**src/rbc_pkg.sv**
```systemverilog
`timescale 1ns / 1ps

package rbc_pkg;

  // Field widths.
  localparam int TimeBits = 32;
  localparam int DelayW   = 20;
  localparam int CountW   = 8;
  localparam int OpW      = 3;
  localparam int AddrW    = 4;
  localparam int DataW    = 32;

  // Event codes carried in the op field.
  localparam logic [OpW-1:0] OpCommand  = 3'd0;
  localparam logic [OpW-1:0] OpPoll     = 3'd1;
  localparam logic [OpW-1:0] OpAttempt  = 3'd2;
  localparam logic [OpW-1:0] OpResched  = 3'd3;
  localparam logic [OpW-1:0] OpClear    = 3'd4;

  // Register indexes on the configuration port (byte address / 4).
  localparam logic [1:0] RegThreshold = 2'd0;
  localparam logic [1:0] RegBaseDelay = 2'd1;
  localparam logic [1:0] RegMaxDelay  = 2'd2;

  // Register reset values.
  localparam logic [CountW-1:0] ThresholdRst = 8'd3;
  localparam logic [DelayW-1:0] BaseDelayRst = 20'd1000;
  localparam logic [DelayW-1:0] MaxDelayRst  = 20'd60000;

  // Input beat.
  typedef struct packed {
    logic [OpW-1:0]      op;
    logic                success;
    logic [TimeBits-1:0] now_ms;
  } in_item_t;

  // Result beat.
  typedef struct packed {
    logic                attempt_request;
    logic                pending;
    logic [CountW-1:0]   attempts;
    logic [TimeBits-1:0] next_due_ms;
    logic [DelayW-1:0]   backoff_ms;
  } out_item_t;

  // Configuration register contents.
  typedef struct packed {
    logic [CountW-1:0] failure_threshold;
    logic [DelayW-1:0] base_delay_ms;
    logic [DelayW-1:0] max_delay_ms;
  } cfg_t;

  // Commands from the controller to the datapath.
  typedef struct packed {
    logic capture;
    logic commit_fast;
    logic start_dbl;
    logic step_dbl;
    logic commit_slow;
  } ctrl_cmd_t;

  // Status from the datapath to the controller.
  typedef struct packed {
    logic slow_path;
    logic dbl_done;
    logic slot_free;
  } dp_status_t;

  // Controller states.
  typedef enum logic [1:0] {
    StIdle,
    StExec,
    StDouble,
    StWrite
  } state_e;

endpackage

```
**src/rbc_regs.sv**
```systemverilog
`timescale 1ns / 1ps

module rbc_regs (
  input  logic                        clk_i,
  input  logic                        rst_ni,
  input  logic                        psel,
  input  logic                        penable,
  input  logic                        pwrite,
  input  logic [rbc_pkg::AddrW-1:0]   paddr,
  input  logic [rbc_pkg::DataW-1:0]   pwdata,
  output logic [rbc_pkg::DataW-1:0]   prdata,
  output logic                        pready,
  output rbc_pkg::cfg_t               cfg_o
);

  rbc_pkg::cfg_t cfg_q;
  logic [1:0]    reg_idx;
  logic          wr_en;

  assign reg_idx = paddr[3:2];
  assign wr_en   = psel && penable && pwrite;
  assign pready  = 1'b1;
  assign cfg_o   = cfg_q;

  // Register writes complete in the access phase.
  always_ff @(posedge clk_i or negedge rst_ni) begin
    if (!rst_ni) begin
      cfg_q.failure_threshold <= rbc_pkg::ThresholdRst;
      cfg_q.base_delay_ms     <= rbc_pkg::BaseDelayRst;
      cfg_q.max_delay_ms      <= rbc_pkg::MaxDelayRst;
    end else if (wr_en) begin
      unique case (reg_idx)
        rbc_pkg::RegThreshold: cfg_q.failure_threshold <= pwdata[rbc_pkg::CountW-1:0];
        rbc_pkg::RegBaseDelay: cfg_q.base_delay_ms     <= pwdata[rbc_pkg::DelayW-1:0];
        rbc_pkg::RegMaxDelay:  cfg_q.max_delay_ms      <= pwdata[rbc_pkg::DelayW-1:0];
        default: ;
      endcase
    end
  end

  // Read-back mux; unmapped addresses read as zero.
  always_comb begin
    unique case (reg_idx)
      rbc_pkg::RegThreshold: begin
        prdata = {{(rbc_pkg::DataW-rbc_pkg::CountW){1'b0}}, cfg_q.failure_threshold};
      end
      rbc_pkg::RegBaseDelay: begin
        prdata = {{(rbc_pkg::DataW-rbc_pkg::DelayW){1'b0}}, cfg_q.base_delay_ms};
      end
      rbc_pkg::RegMaxDelay: begin
        prdata = {{(rbc_pkg::DataW-rbc_pkg::DelayW){1'b0}}, cfg_q.max_delay_ms};
      end
      default: prdata = '0;
    endcase
  end

endmodule

```
**src/rbc_ctrl.sv**
```systemverilog
`timescale 1ns / 1ps

module rbc_ctrl (
  input  logic                 clk_i,
  input  logic                 rst_ni,
  input  logic                 in_valid_i,
  input  rbc_pkg::dp_status_t  status_i,
  output rbc_pkg::ctrl_cmd_t   cmd_o,
  output logic                 in_stall_o
);

  rbc_pkg::state_e state_q, state_d;

  // State register.
  always_ff @(posedge clk_i or negedge rst_ni) begin
    if (!rst_ni) begin
      state_q <= rbc_pkg::StIdle;
    end else begin
      state_q <= state_d;
    end
  end

  // Next-state logic.
  always_comb begin
    state_d = state_q;
    unique case (state_q)
      rbc_pkg::StIdle: begin
        if (in_valid_i) state_d = rbc_pkg::StExec;
      end
      rbc_pkg::StExec: begin
        if (status_i.slow_path) begin
          state_d = rbc_pkg::StDouble;
        end else if (status_i.slot_free) begin
          state_d = rbc_pkg::StIdle;
        end
      end
      rbc_pkg::StDouble: begin
        if (status_i.dbl_done) state_d = rbc_pkg::StWrite;
      end
      rbc_pkg::StWrite: begin
        if (status_i.slot_free) state_d = rbc_pkg::StIdle;
      end
      default: state_d = rbc_pkg::StIdle;
    endcase
  end

  // Command outputs.
  always_comb begin
    cmd_o      = '0;
    in_stall_o = (state_q != rbc_pkg::StIdle);
    unique case (state_q)
      rbc_pkg::StIdle: begin
        cmd_o.capture = in_valid_i;
      end
      rbc_pkg::StExec: begin
        cmd_o.start_dbl   = status_i.slow_path;
        cmd_o.commit_fast = !status_i.slow_path && status_i.slot_free;
      end
      rbc_pkg::StDouble: begin
        cmd_o.step_dbl = !status_i.dbl_done;
      end
      rbc_pkg::StWrite: begin
        cmd_o.commit_slow = status_i.slot_free;
      end
      default: ;
    endcase
  end

endmodule

```
**src/rbc_datapath.sv**
```systemverilog
`timescale 1ns / 1ps

module rbc_datapath (
  input  logic                 clk_i,
  input  logic                 rst_ni,
  input  rbc_pkg::in_item_t    in_data_i,
  input  rbc_pkg::cfg_t        cfg_i,
  input  rbc_pkg::ctrl_cmd_t   cmd_i,
  input  logic                 out_stall_i,
  output rbc_pkg::dp_status_t  status_o,
  output logic                 out_valid_o,
  output rbc_pkg::out_item_t   out_data_o
);

  // Captured event.
  rbc_pkg::in_item_t in_q;

  // Link state.
  logic [rbc_pkg::CountW-1:0]   fail_cnt_q, fail_cnt_d;
  logic                         pending_q, pending_d;
  logic [rbc_pkg::CountW-1:0]   attempts_q, attempts_d;
  logic [rbc_pkg::TimeBits-1:0] next_due_q, next_due_d;
  logic [rbc_pkg::DelayW-1:0]   last_backoff_q, last_backoff_d;

  // Doubling unit.
  logic [rbc_pkg::DelayW-1:0]   delay_q;
  logic [rbc_pkg::CountW-1:0]   step_q;
  logic [rbc_pkg::DelayW-1:0]   half_delay;
  logic [rbc_pkg::DelayW-1:0]   capped_delay;

  // Output register.
  rbc_pkg::out_item_t           out_q;
  logic                         out_valid_q;
  logic                         request;
  logic [rbc_pkg::CountW-1:0]   fail_inc;

  assign half_delay   = cfg_i.max_delay_ms >> 1;
  assign capped_delay = (delay_q > cfg_i.max_delay_ms) ? cfg_i.max_delay_ms : delay_q;
  assign fail_inc     = (fail_cnt_q != {rbc_pkg::CountW{1'b1}}) ? fail_cnt_q + 8'd1
                                                                : fail_cnt_q;

  // Status toward the controller.
  assign status_o.slow_path = (in_q.op == rbc_pkg::OpAttempt) && pending_q && !in_q.success;
  assign status_o.dbl_done  = (step_q == attempts_q) || (delay_q >= half_delay) ||
                              (delay_q == '0);
  assign status_o.slot_free = !out_valid_q || !out_stall_i;

  assign out_valid_o = out_valid_q;
  assign out_data_o  = out_q;

  // Event capture.
  always_ff @(posedge clk_i) begin
    if (cmd_i.capture) in_q <= in_data_i;
  end

  // Next link state for the current event.
  always_comb begin
    fail_cnt_d     = fail_cnt_q;
    pending_d      = pending_q;
    attempts_d     = attempts_q;
    next_due_d     = next_due_q;
    last_backoff_d = last_backoff_q;
    request        = 1'b0;
    if (cmd_i.start_dbl) begin
      attempts_d = attempts_q + 8'd1;
    end else if (cmd_i.commit_slow) begin
      last_backoff_d = capped_delay;
      next_due_d     = in_q.now_ms +
                       {{(rbc_pkg::TimeBits-rbc_pkg::DelayW){1'b0}}, capped_delay};
    end else if (cmd_i.commit_fast) begin
      unique case (in_q.op)
        rbc_pkg::OpCommand: begin
          if (in_q.success) begin
            fail_cnt_d = '0;
          end else begin
            fail_cnt_d = fail_inc;
            if (fail_inc >= cfg_i.failure_threshold) begin
              if (!pending_q) begin
                pending_d  = 1'b1;
                attempts_d = '0;
              end
              if (next_due_q == '0) next_due_d = in_q.now_ms;
            end
          end
        end
        rbc_pkg::OpPoll: begin
          request = pending_q && (in_q.now_ms >= next_due_q);
        end
        rbc_pkg::OpAttempt: begin
          // A failed attempt on a pending link takes the doubling path instead.
          if (pending_q && in_q.success) begin
            fail_cnt_d = '0;
            pending_d  = 1'b0;
            attempts_d = '0;
            next_due_d = '0;
          end
        end
        rbc_pkg::OpResched: begin
          if (pending_q) next_due_d = in_q.now_ms;
        end
        rbc_pkg::OpClear: begin
          fail_cnt_d     = '0;
          pending_d      = 1'b0;
          attempts_d     = '0;
          next_due_d     = '0;
          last_backoff_d = '0;
        end
        default: ;
      endcase
    end
  end

  // Link state registers.
  always_ff @(posedge clk_i or negedge rst_ni) begin
    if (!rst_ni) begin
      fail_cnt_q     <= '0;
      pending_q      <= 1'b0;
      attempts_q     <= '0;
      next_due_q     <= '0;
      last_backoff_q <= '0;
    end else begin
      fail_cnt_q     <= fail_cnt_d;
      pending_q      <= pending_d;
      attempts_q     <= attempts_d;
      next_due_q     <= next_due_d;
      last_backoff_q <= last_backoff_d;
    end
  end

  // Doubling unit: one shift per cycle.
  always_ff @(posedge clk_i) begin
    if (cmd_i.start_dbl) begin
      delay_q <= cfg_i.base_delay_ms;
      step_q  <= '0;
    end else if (cmd_i.step_dbl) begin
      delay_q <= delay_q << 1;
      step_q  <= step_q + 8'd1;
    end
  end

  // Result payload, loaded with the state after the event.
  always_ff @(posedge clk_i) begin
    if (cmd_i.commit_fast || cmd_i.commit_slow) begin
      out_q.attempt_request <= request;
      out_q.pending         <= pending_d;
      out_q.attempts        <= attempts_d;
      out_q.next_due_ms     <= next_due_d;
      out_q.backoff_ms      <= last_backoff_d;
    end
  end

  // Result valid flag.
  always_ff @(posedge clk_i or negedge rst_ni) begin
    if (!rst_ni) begin
      out_valid_q <= 1'b0;
    end else if (cmd_i.commit_fast || cmd_i.commit_slow) begin
      out_valid_q <= 1'b1;
    end else if (!out_stall_i) begin
      out_valid_q <= 1'b0;
    end
  end

endmodule

```
**src/reconnect_backoff_controller.sv**
```systemverilog
`timescale 1ns / 1ps
// Reconnect backoff controller.
// Events arrive on the input channel (in_valid_i / in_stall_o, payload in_data_i);
// each event yields exactly one result beat on the output channel
// (out_valid_o / out_stall_i, payload out_data_o) holding the link state after it.
// Threshold, base delay and maximum delay are set through the APB port at byte
// addresses 0, 4 and 8; write them only while no event is in flight.
// Flow: an event is taken into an input register, then handled by a small
// sequencer. Most events are settled in the execute state, which writes the
// result into the output register and returns to idle; no new event is taken
// before that. A failed reconnect attempt on a pending link also runs the
// doubling unit, one shift per cycle, for at most min(attempts, 19) shifts. Once
// it ends, the write state caps the delay and schedules the next due time.
// A new event is accepted while an earlier result waits in the output register.
// When the receiver stalls, the result is held unchanged and the sequencer waits
// before writing the following result.
// Reset clears the link state, drops any result and loads the register defaults.
module reconnect_backoff_controller (
  input  logic                       clk_i,
  input  logic                       rst_ni,
  input  logic                       in_valid_i,
  output logic                       in_stall_o,
  input  rbc_pkg::in_item_t          in_data_i,
  output logic                       out_valid_o,
  input  logic                       out_stall_i,
  output rbc_pkg::out_item_t         out_data_o,
  input  logic                       psel,
  input  logic                       penable,
  input  logic                       pwrite,
  input  logic [rbc_pkg::AddrW-1:0]  paddr,
  input  logic [rbc_pkg::DataW-1:0]  pwdata,
  output logic [rbc_pkg::DataW-1:0]  prdata,
  output logic                       pready
);

  rbc_pkg::cfg_t       cfg;
  rbc_pkg::ctrl_cmd_t  cmd;
  rbc_pkg::dp_status_t status;

  // Configuration registers.
  rbc_regs u_regs (
    .clk_i   (clk_i),
    .rst_ni  (rst_ni),
    .psel    (psel),
    .penable (penable),
    .pwrite  (pwrite),
    .paddr   (paddr),
    .pwdata  (pwdata),
    .prdata  (prdata),
    .pready  (pready),
    .cfg_o   (cfg)
  );

  // Sequencer.
  rbc_ctrl u_ctrl (
    .clk_i      (clk_i),
    .rst_ni     (rst_ni),
    .in_valid_i (in_valid_i),
    .status_i   (status),
    .cmd_o      (cmd),
    .in_stall_o (in_stall_o)
  );

  // Link state, doubling unit and output register.
  rbc_datapath u_dp (
    .clk_i       (clk_i),
    .rst_ni      (rst_ni),
    .in_data_i   (in_data_i),
    .cfg_i       (cfg),
    .cmd_i       (cmd),
    .out_stall_i (out_stall_i),
    .status_o    (status),
    .out_valid_o (out_valid_o),
    .out_data_o  (out_data_o)
  );

endmodule

```
**config.mk**
```make
export PLATFORM = sky130hd
export DESIGN_NAME = reconnect_backoff_controller
export DESIGN_NICKNAME = d
export VERILOG_FILES = /design/src/rbc_pkg.sv /design/src/rbc_regs.sv /design/src/rbc_ctrl.sv /design/src/rbc_datapath.sv /design/src/reconnect_backoff_controller.sv
export SDC_FILE = /design/constraint.sdc
export NUM_CORES = 1
export LEC_CHECK = 0
export BUFFER_PORTS_ARGS = -buffer_cell sky130_fd_sc_hd__buf_2
export CAP_MARGIN = 10
export CORE_MARGIN = 2
export CORE_UTILIZATION = 55
export CTS_CLUSTER_SIZE = 28
export DETAILED_ROUTE_END_ITERATION = 7
export PLACE_DENSITY = 0.76
export SYNTH_ARGS = -nofsm -noshare
export SYNTH_HDL_FRONTEND = slang
export SYNTH_SLANG_ARGS = --single-unit
export TNS_END_PERCENT = 100
```
**constraint.sdc**
```tcl
create_clock -name clk_i -period 6.75 [get_ports clk_i]
set_input_delay 0.3375 -clock clk_i [delete_from_list [all_inputs] [get_ports clk_i]]
set_output_delay 0.3375 -clock clk_i [all_outputs]
set_load 0.01 [all_outputs]
```
==> impl_metrics.py, run 1 <==
metrics = {
    "timing": {
        "post-route-worst-setup-slack_ps": 930.9,
        "worst_clock_skew_ps": 18.02,
        "tightestPinTransition_ps": 1173,
        "hold_viol": 0,
        "slew_headroom_pct": 21.53,
        "setup_tns_ps": 0,
        "period_share_pct": 86.21,
        "slew_violations": 0,
        "fmax_mhz": 171.8,
        "fin_crit_ps": 5819,
        "setup_viol": 0,
        "rsz0062_at_grt": "no",
    },
    "critical_path": {
        "worstPathMaxFanout": 12,
        "critPathArrivalTime_ps": 6060,
        "end_kind": "flop",
        "criticalPathCategory": "reg2reg",
        "slowest_stage": "a31oi_2",
        "critPathBufInv": 2,
        "cpLargestDelayFamily": "compound AO/OA/AOI/OAI gates",
        "cpPeakStageDelay_ps": 690,
        "crit_path_start_kind": "flop",
        "required_ps": 7000,
        "path_cells": "inv_1 -> ha_1 -> nand4_1 -> nor2_1 -> nand2_1 -> o22a_1 -> a31oi_2 -> buf_4 -> mux2_1 -> ha_1 -> nand3_1 -> nor2_1 -> nand2_1 -> a311oi_1 -> o21ai_2 -> mux2i_1 -> a2111oi_0",
    },
    "grt": {
        "antenna_found_initial": 1,
        "grt_pass1_wl_mm": 56.52,
        "grt_pass1_vias": 10610,
        "grt-ovfl-total": 0,
        "grt_max_degree": 71,
        "grt_usage_pct": 27.29,
    },
    "logic_synthesis": {
        "syn_inst": 1280,
        "ys_ff_latch": 246,
        "synth_area_per_cell_um2": 10.68,
        "synth_cell_types": 82,
        "seq_area_frac_synth_pct": 49.20,
        "ys.flop_type": "edfxtp_1",
        "yosysWarnings": 0,
        "synth_edf_count": 118,
        "ys_async_sr_fraction_pct": 48.78,
        "netlist_top_cells_area": "edfxtp_1, dfrtp_1, ha_1",
        "netlist.area_leader.share_pct": 25.92,
        "yosys.area.top_type": "edfxtp_1",
        "netlist_area_mm2": 0.01367,
    },
    "die": {
        "fp.dieW_um": 161.6,
        "die_h_um": 161.6,
        "pin_count": 176,
        "die_area_mm2": 0.02613,
        "initial_utilization_pct": 56.04,
        "core_mm2": 0.02439,
        "row_count": 57,
    },
    "pwr": {
        "seq_power_share_pct": 41.6,
        "power_mw": 5.324,
        "swShare_pct": 34.57,
        "intPower_mw": 3.483,
        "combPwrFrac_pct": 31.6,
        "p_clk_share_pct": 26.8,
        "power_switching_mw": 1.841,
        "irDropWorstVdd_uv": 276.9,
        "power_leakage_nw": 6.905,
        "pwr_density_cell_mw_per_mm2": 335.8,
    },
    "final_layout": {
        "final_cells": 1793,
        "fillerInstances": 1949,
        "utilization_pct": 65.01,
        "drive_above_1_share_pct": 19.28,
        "nets": 1630,
        "area_growth_pct": 16.01,
    },
    "min_path": {
        "hp-class": "in2reg",
    },
    "outcome": {
        "outcome": "complete, no violations",
    },
    "clock_network": {
        "cts_tree": "yes",
        "htreeDepth": 1,
        "clk_pin_slew_worst_paths_ps": 60,
        "cts_made_buffers": 26,
        "cts_buffer_depth": 3,
        "cts_root_buffer": "clkbuf_16",
        "cts_sinks": 246,
        "insertion_delay_ps": 540,
        "post_cts_buffers": 0,
    },
    "detailed_routing": {
        "drc": 0,
        "totalWireLength_mm": 36.03,
        "avgRoutedWirePerCell_um": 20.09,
        "via_per_inst": 6.096,
        "num_vias": 10930,
        "ant_nets": 0,
        "drt-initial-drc-count": 886,
        "drtPass1Iterations": 5,
    },
    "flow_run": {
        "drv_cap": 0,
    },
    "placed_design": {
        "gp_routability_congestion": 0.9292,
        "portBuffers": 148,
        "dp.cells": 1707,
        "pre_cts_slack_ps": 1177,
        "dp_hpwl_mm": 25.00,
    },
}
-- cell families (layout without fill, tap and decap cells) --
group           count (synthesis)  after routing  synth area share [%]
simple gates                  353            353                 12.24
compound gates                327            327                 16.24
xor+xnor                       35             35                 2.243
fa+ha+maj                     103            103                 9.484
buf+inv                       139            316                 4.476
mux                            75             75                 6.060
flops                         246            246                 49.20
other cells                     2             14               0.05495
-- placed cells by master, fill, tap and decap left out, types with 6 or more instances in the layout --
cell / netlist / final
nor2_1: 62 / 60
a21o_1: 30 / 30
buf_2: 18 / 147
nand4_1: 19 / 19
a31oi_1: 10 / 8
nand3_1: 41 / 41
mux2_1: 14 / 14
conb_1: 2 / 13
dfrtp_1: 105 / 105
a211oi_1: 12 / 12
o21a_1: 9 / 9
dfstp_2: 15 / 15
clkbuf_1: 29 / 6
nor3_1: 18 / 17
and3_1: 13 / 12
a22o_1: 38 / 38
a21oi_1: 79 / 79
inv_1: 73 / 73
or3_1: 7 / 7
o21ai_0: 52 / 52
a221oi_1: 11 / 11
dlygate4sd3_1: 0 / 37
a22oi_1: 6 / 6
mux2_2: 48 / 48
xor2_1: 9 / 9
nor4_1: 13 / 13
edfxtp_1: 118 / 118
dfxtp_1: 8 / 8
ha_1: 102 / 102
nor2b_1: 7 / 6
mux2i_1: 13 / 13
xnor2_1: 26 / 26
nand2b_1: 6 / 6
o211ai_1: 7 / 7
nand2_1: 137 / 137
and2_1: 8 / 8
buf_4: 15 / 11
clkbuf_16: 0 / 27
o21ai_1: 19 / 19
-- timing repair --
item                      4_1_cts  5_1_grt
hold buffers                   37        0
hold endpoints to repair       78        0
resized for setup               0        0
-- per-layer routing --
layer	part of all wire (%)	wire, um	GRT usage [%]
met1	42	15240	37.68
met2	48	17180	44.58
met3	7.1	2569	3.826
met4	2.9	1036	9.453
met5	0	0	0
-- worst paths after layout --
check                                   startpoint                      end  slack [ps]  cells after the start
setup / recovery                  u_regs.cfg_o[19]      u_dp.out_data_o[49]         930                     17
hold / removal                          pwdata[13]         u_regs.cfg_o[33]          50                      2
setup reg to reg                  u_regs.cfg_o[19]      u_dp.out_data_o[49]         930                     17
hold reg to reg            u_dp.last_backoff_q[12]  u_dp.last_backoff_q[12]         510                      1
max in group asynchronous                   rst_ni      u_dp.next_due_q[24]        4960                      3
min in group asynchronous                   rst_ni         u_regs.cfg_o[45]         390                      2
-- synth_stat cells (all sizes together), types with 3 or more instances --
master / n
nand2: 138
o211ai: 7
clkbuf: 30
o22ai: 3
o2111ai: 5
inv: 73
dfstp: 15
a21o: 30
nand4: 19
a31oi: 10
xnor2: 26
a31o: 3
dfxtp: 8
a21bo: 3
xor2: 9
edfxtp: 118
nor2: 63
a22oi: 6
a211o: 3
o21a: 9
and4: 3
nor4: 13
a21oi: 80
dfrtp: 105
nand2b: 6
nor3b: 4
a221o: 5
or3: 7
and3: 13
nand3: 41
o221ai: 3
buf: 36
ha: 102
mux2i: 13
a2111oi: 3
nor3: 18
and2: 8
o21ai: 72
nor2b: 8
a22o: 38
mux2: 62
or2: 6
o31ai: 4
a211oi: 12
a221oi: 12
-- sequential cells by signal, indices dropped and copies added (netlist names) --
| name | cells |
|---|---|
| u_ctrl.state_q | 2 |
| u_dp.attempts_q | 8 |
| u_dp.delay_q | 20 |
| u_dp.fail_cnt_q | 8 |
| u_dp.in_q | 36 |
| u_dp.last_backoff_q | 20 |
| u_dp.next_due_q | 32 |
| u_dp.out_data_o | 62 |
| u_dp.out_valid_o | 1 |
| u_dp.pending_q | 1 |
| u_dp.step_q | 8 |
| u_regs.cfg_o | 48 |
-- stage by stage --
stage / instance area (um2) / hold slack, ps
finish: 15860 / 45.27
global placement: 14640 / 423.7
global route: 15860 / 41.45
CTS: 15850 / 25.19
detailed placement: 14640 / 426.3
floorplan: 13710 / 41.91
-- power by group through the flow --
stage	combinational, mW	sequential, mW	clock [mW]
6_report	1.68	2.22	1.43
2_1_floorplan	1.05	2.25	0
3_5_place_dp	1.63	2.23	0
4_1_cts	1.66	2.21	1.45
5_1_grt	1.85	2.25	1.51
3_3_place_gp	1.60	2.22	0
-- final cells by class --
| type | count | area [um2] | area share, % |
|---|---|---|---|
| repair buffers | 195 | 1189 | 7.496 |
| clock inverters | 12 | 107.6 | 0.6786 |
| flip-flops and latches | 246 | 6725 | 42.41 |
| multi-input cells | 906 | 6414 | 40.45 |
| clock buffers | 36 | 739.5 | 4.663 |
| well taps | 324 | 405.4 | 2.557 |
| diodes | 1 | 2.502 | 0.01578 |
| inverters | 73 | 274.0 | 1.728 |
Note: power is estimated with default switching activity, not from simulation.
==> inputs of run 2 (changes only) <==
Settings changed: ABC_AREA from default to 1, CTS_BUF_LIST from default to sky130_fd_sc_hd__clkbuf_4 sky130_fd_sc_hd__clkbuf_8.
==> run 2 against run 1 <==
Compared with the run above: hold slack got worse by 16 ps; area after synthesis rose by 9.4%; critical path depth rose by 8; highest routed layer unchanged; via count rose by 25%; setup slack improved by 810 ps; clock power barely moved; cell count rose by 33%; sequential share of layout area fell by 3.2 points; die area rose by 9.1%; largest power group is now combinational logic; synthesized cell count rose by 44%.
==> impl_metrics.py, run 2 <==
metrics = {
    "logic_synthesis": {
        "synth.most_common_cell": "nand2_1",
        "netlist.area_leader.share_pct": 23.70,
        "synth_area_per_cell_um2": 8.112,
        "synth_cell_types": 54,
        "syn_inst": 1843,
        "synth_common_cells": "nand2_1, inv_1, nand3_1",
        "netlist_area_mm2": 0.01495,
        "synth_edf_count": 118,
        "ys_async_sr_fraction_pct": 48.78,
        "seq_area_frac_synth_pct": 44.98,
        "yosys.area.top_type": "edfxtp_1",
        "netlist_top_cells_area": "edfxtp_1, dfrtp_1, nand2_1",
        "ys.flop_type": "edfxtp_1",
        "ys_ff_latch": 246,
        "yosysWarnings": 0,
    },
    "timing": {
        "fin_crit_ps": 5008,
        "setup_viol": 0,
        "rsz0062_at_grt": "no",
        "hold_viol": 0,
        "whs_ps": 29.20,
        "worst_clock_skew_ps": 34.89,
        "setup_tns_ps": 0,
        "period_share_pct": 74.19,
        "slew_violations": 0,
        "tightestPinTransition_ps": 1224,
        "fmax_mhz": 199.7,
        "slew_headroom_pct": 18.20,
    },
    "placed_design": {
        "gp_routability_congestion": 0.9411,
        "dp_hpwl_mm": 29.11,
        "portBuffers": 148,
    },
    "pwr": {
        "power_leakage_nw": 8.050,
        "irDropWorstVdd_uv": 219.2,
        "pwr_density_cell_mw_per_mm2": 375.7,
    },
    "clock_network": {
        "cts_made_buffers": 42,
        "clk_pin_slew_worst_paths_ps": 60,
        "htreeDepth": 2,
        "cts_sinks": 246,
        "insertion_delay_ps": 570,
        "cts_root_buffer": "clkbuf_8",
        "cts_tree": "yes",
        "cts_buffer_depth": 3,
    },
    "final_layout": {
        "multi_input_area_mm2": 0.007081,
        "fillerInstances": 2258,
        "drive_above_1_share_pct": 13.96,
        "largest_reg_flops": 62,
        "layout_commonest_cell": "nand2_1",
        "area_growth_pct": 14.81,
        "nets": 2200,
        "regArea_mm2": 0.006725,
        "antenna_cells": 0,
        "most-common-layout-cells": "nand2_1, inv_1, buf_2",
    },
    "critical_path": {
        "crit_top_cell": "nand2_1",
        "cpPeakStageDelay_ps": 520,
        "r2r_start": "u_dp.delay_q[19]",
        "critPathArrivalTime_ps": 5310,
        "required_ps": 7060,
        "crit_path_start_kind": "flop",
        "end_kind": "flop",
        "crit_start": "u_dp.delay_q[19]",
        "slowest_stage": "nand2_1",
        "criticalPathCategory": "reg2reg",
        "worstPathMaxFanout": 21,
    },
    "grt": {
        "grt-ovfl-total": 0,
        "grt_most_used_layer": "met2",
        "grt_pass1_vias": 13280,
        "use_met2_pct": 50.53,
        "antenna_found_initial": 0,
        "met3_usage_pct": 4.209,
        "grt_use_met1_pct": 37.10,
        "grt_pass1_wl_mm": 66.85,
        "grt_usage_pct": 29.33,
        "grt_max_degree": 70,
    },
    "die": {
        "row_count": 60,
        "core_mm2": 0.02680,
        "die_h_um": 168.9,
        "pin_count": 176,
        "fp.dieW_um": 168.9,
        "initial_utilization_pct": 55.78,
        "die_area_mm2": 0.02852,
    },
    "detailed_routing": {
        "totalWireLength_mm": 42.09,
        "drtPass1Iterations": 6,
        "drc": 0,
        "via_per_inst": 5.718,
        "ant_nets": 0,
        "drt-initial-drc-count": 1186,
        "num_vias": 13660,
        "avgRoutedWirePerCell_um": 17.62,
    },
    "outcome": {
        "outcome": "complete, no violations",
    },
    "min_path": {
        "hp-class": "in2reg",
        "min-delay-start": "pwdata[11]",
    },
    "flow_run": {
        "drv_cap": 0,
    },
}
==> run 2: cell types whose count changed after synthesis, sizes merged, moves of 49 or more <==
cell | previous run | this run
inv | 73 | 217
mux2 | 62 | 0
nand2 | 138 | 477
nand3 | 41 | 145
nand4 | 19 | 68
nor2 | 63 | 116
o21ai | 72 | 132
==> run 2: final timing paths <==
kind                                                 to  slack [ps]  cells past startpoint
worst max-delay path                u_dp.out_data_o[46]        1740                     25
worst min-delay path                   u_regs.cfg_o[11]          30                      3
worst max register to register      u_dp.out_data_o[46]        1740                     25
worst min register to register           u_dp.step_q[6]         490                      2
max in group asynchronous       u_dp.last_backoff_q[18]        4980                      3
min in group asynchronous       u_dp.last_backoff_q[10]         390                      2
==> run 2: per-layer routing <==
layer	vias to the layer above	part of all wire [%]
met3	118	6.5
met4	0	3.5
met1	6455	41
met5	-	0
met2	544	49
li1	6544	-
==> run 2: what timing repair did <==
item | 4_1_cts | 5_1_grt
hold buffers | 39 | 0
gates resized for setup | 0 | 0
setup endpoints to repair | 0 | 0
buffers inserted | 0 | 0
endpoints found under the hold margin | 90 | 0
==> run 2: layout make-up <==
class / instances / share of cell area (%)
multi-input cells: 1312 / 41.25
flip-flops and latches: 246 / 39.18
repair buffers: 198 / 7.085
clock buffers: 65 / 4.774
inverters: 218 / 4.767
well taps: 341 / 2.486
clock inverters: 9 / 0.4592
==> run 2: cells by family after synthesis <==
group	count (synthesis)	synth area share (%)
AOI/OAI and AO/OA	309	11.14
and+or+nand+nor	862	25.56
buffers and inverters	296	8.135
other	2	0.05023
DFF	246	44.98
adders and majority gates	103	8.670
xor gates and xnor gates	25	1.465
==> run 2: through the flow <==
stage | utilization (%) | setup WS (ps) | power [mW] | std cells | area, um2
after floorplan | - | 3161 | 4.136 | 1854 | 14990
after global placement | 59.24 | 1914 | 4.877 | 2276 | 15880
after detailed placement | 59.24 | 1789 | 4.972 | 2276 | 15880
after CTS | 64.05 | 1791 | 6.436 | 2389 | 17170
after global routing | 64.05 | 1415 | 6.894 | 2389 | 17170
final | 64.05 | 1742 | 6.449 | 2389 | 17170
==> run 2: critical path: cells and delay by family, from the launching register on <==
| kind | cells | cell delay, ps |
|---|---|---|
| flops | 1 | 440 |
| fa+ha+maj | 3 | 920 |
| buf+inv | 3 | 450 |
| xor+xnor | 1 | 170 |
| simple gates | 18 | 2730 |
==> run 2: where the power goes <==
part	leakage [nW]	switching [mW]	total (mW)	internal, mW
Combinational	4.90	1.79	2.66	0.868
Sequential	2.68	0.212	2.36	2.14
Clock	0.474	0.622	1.43	0.813
Total	8.05	2.63	6.45	3.82
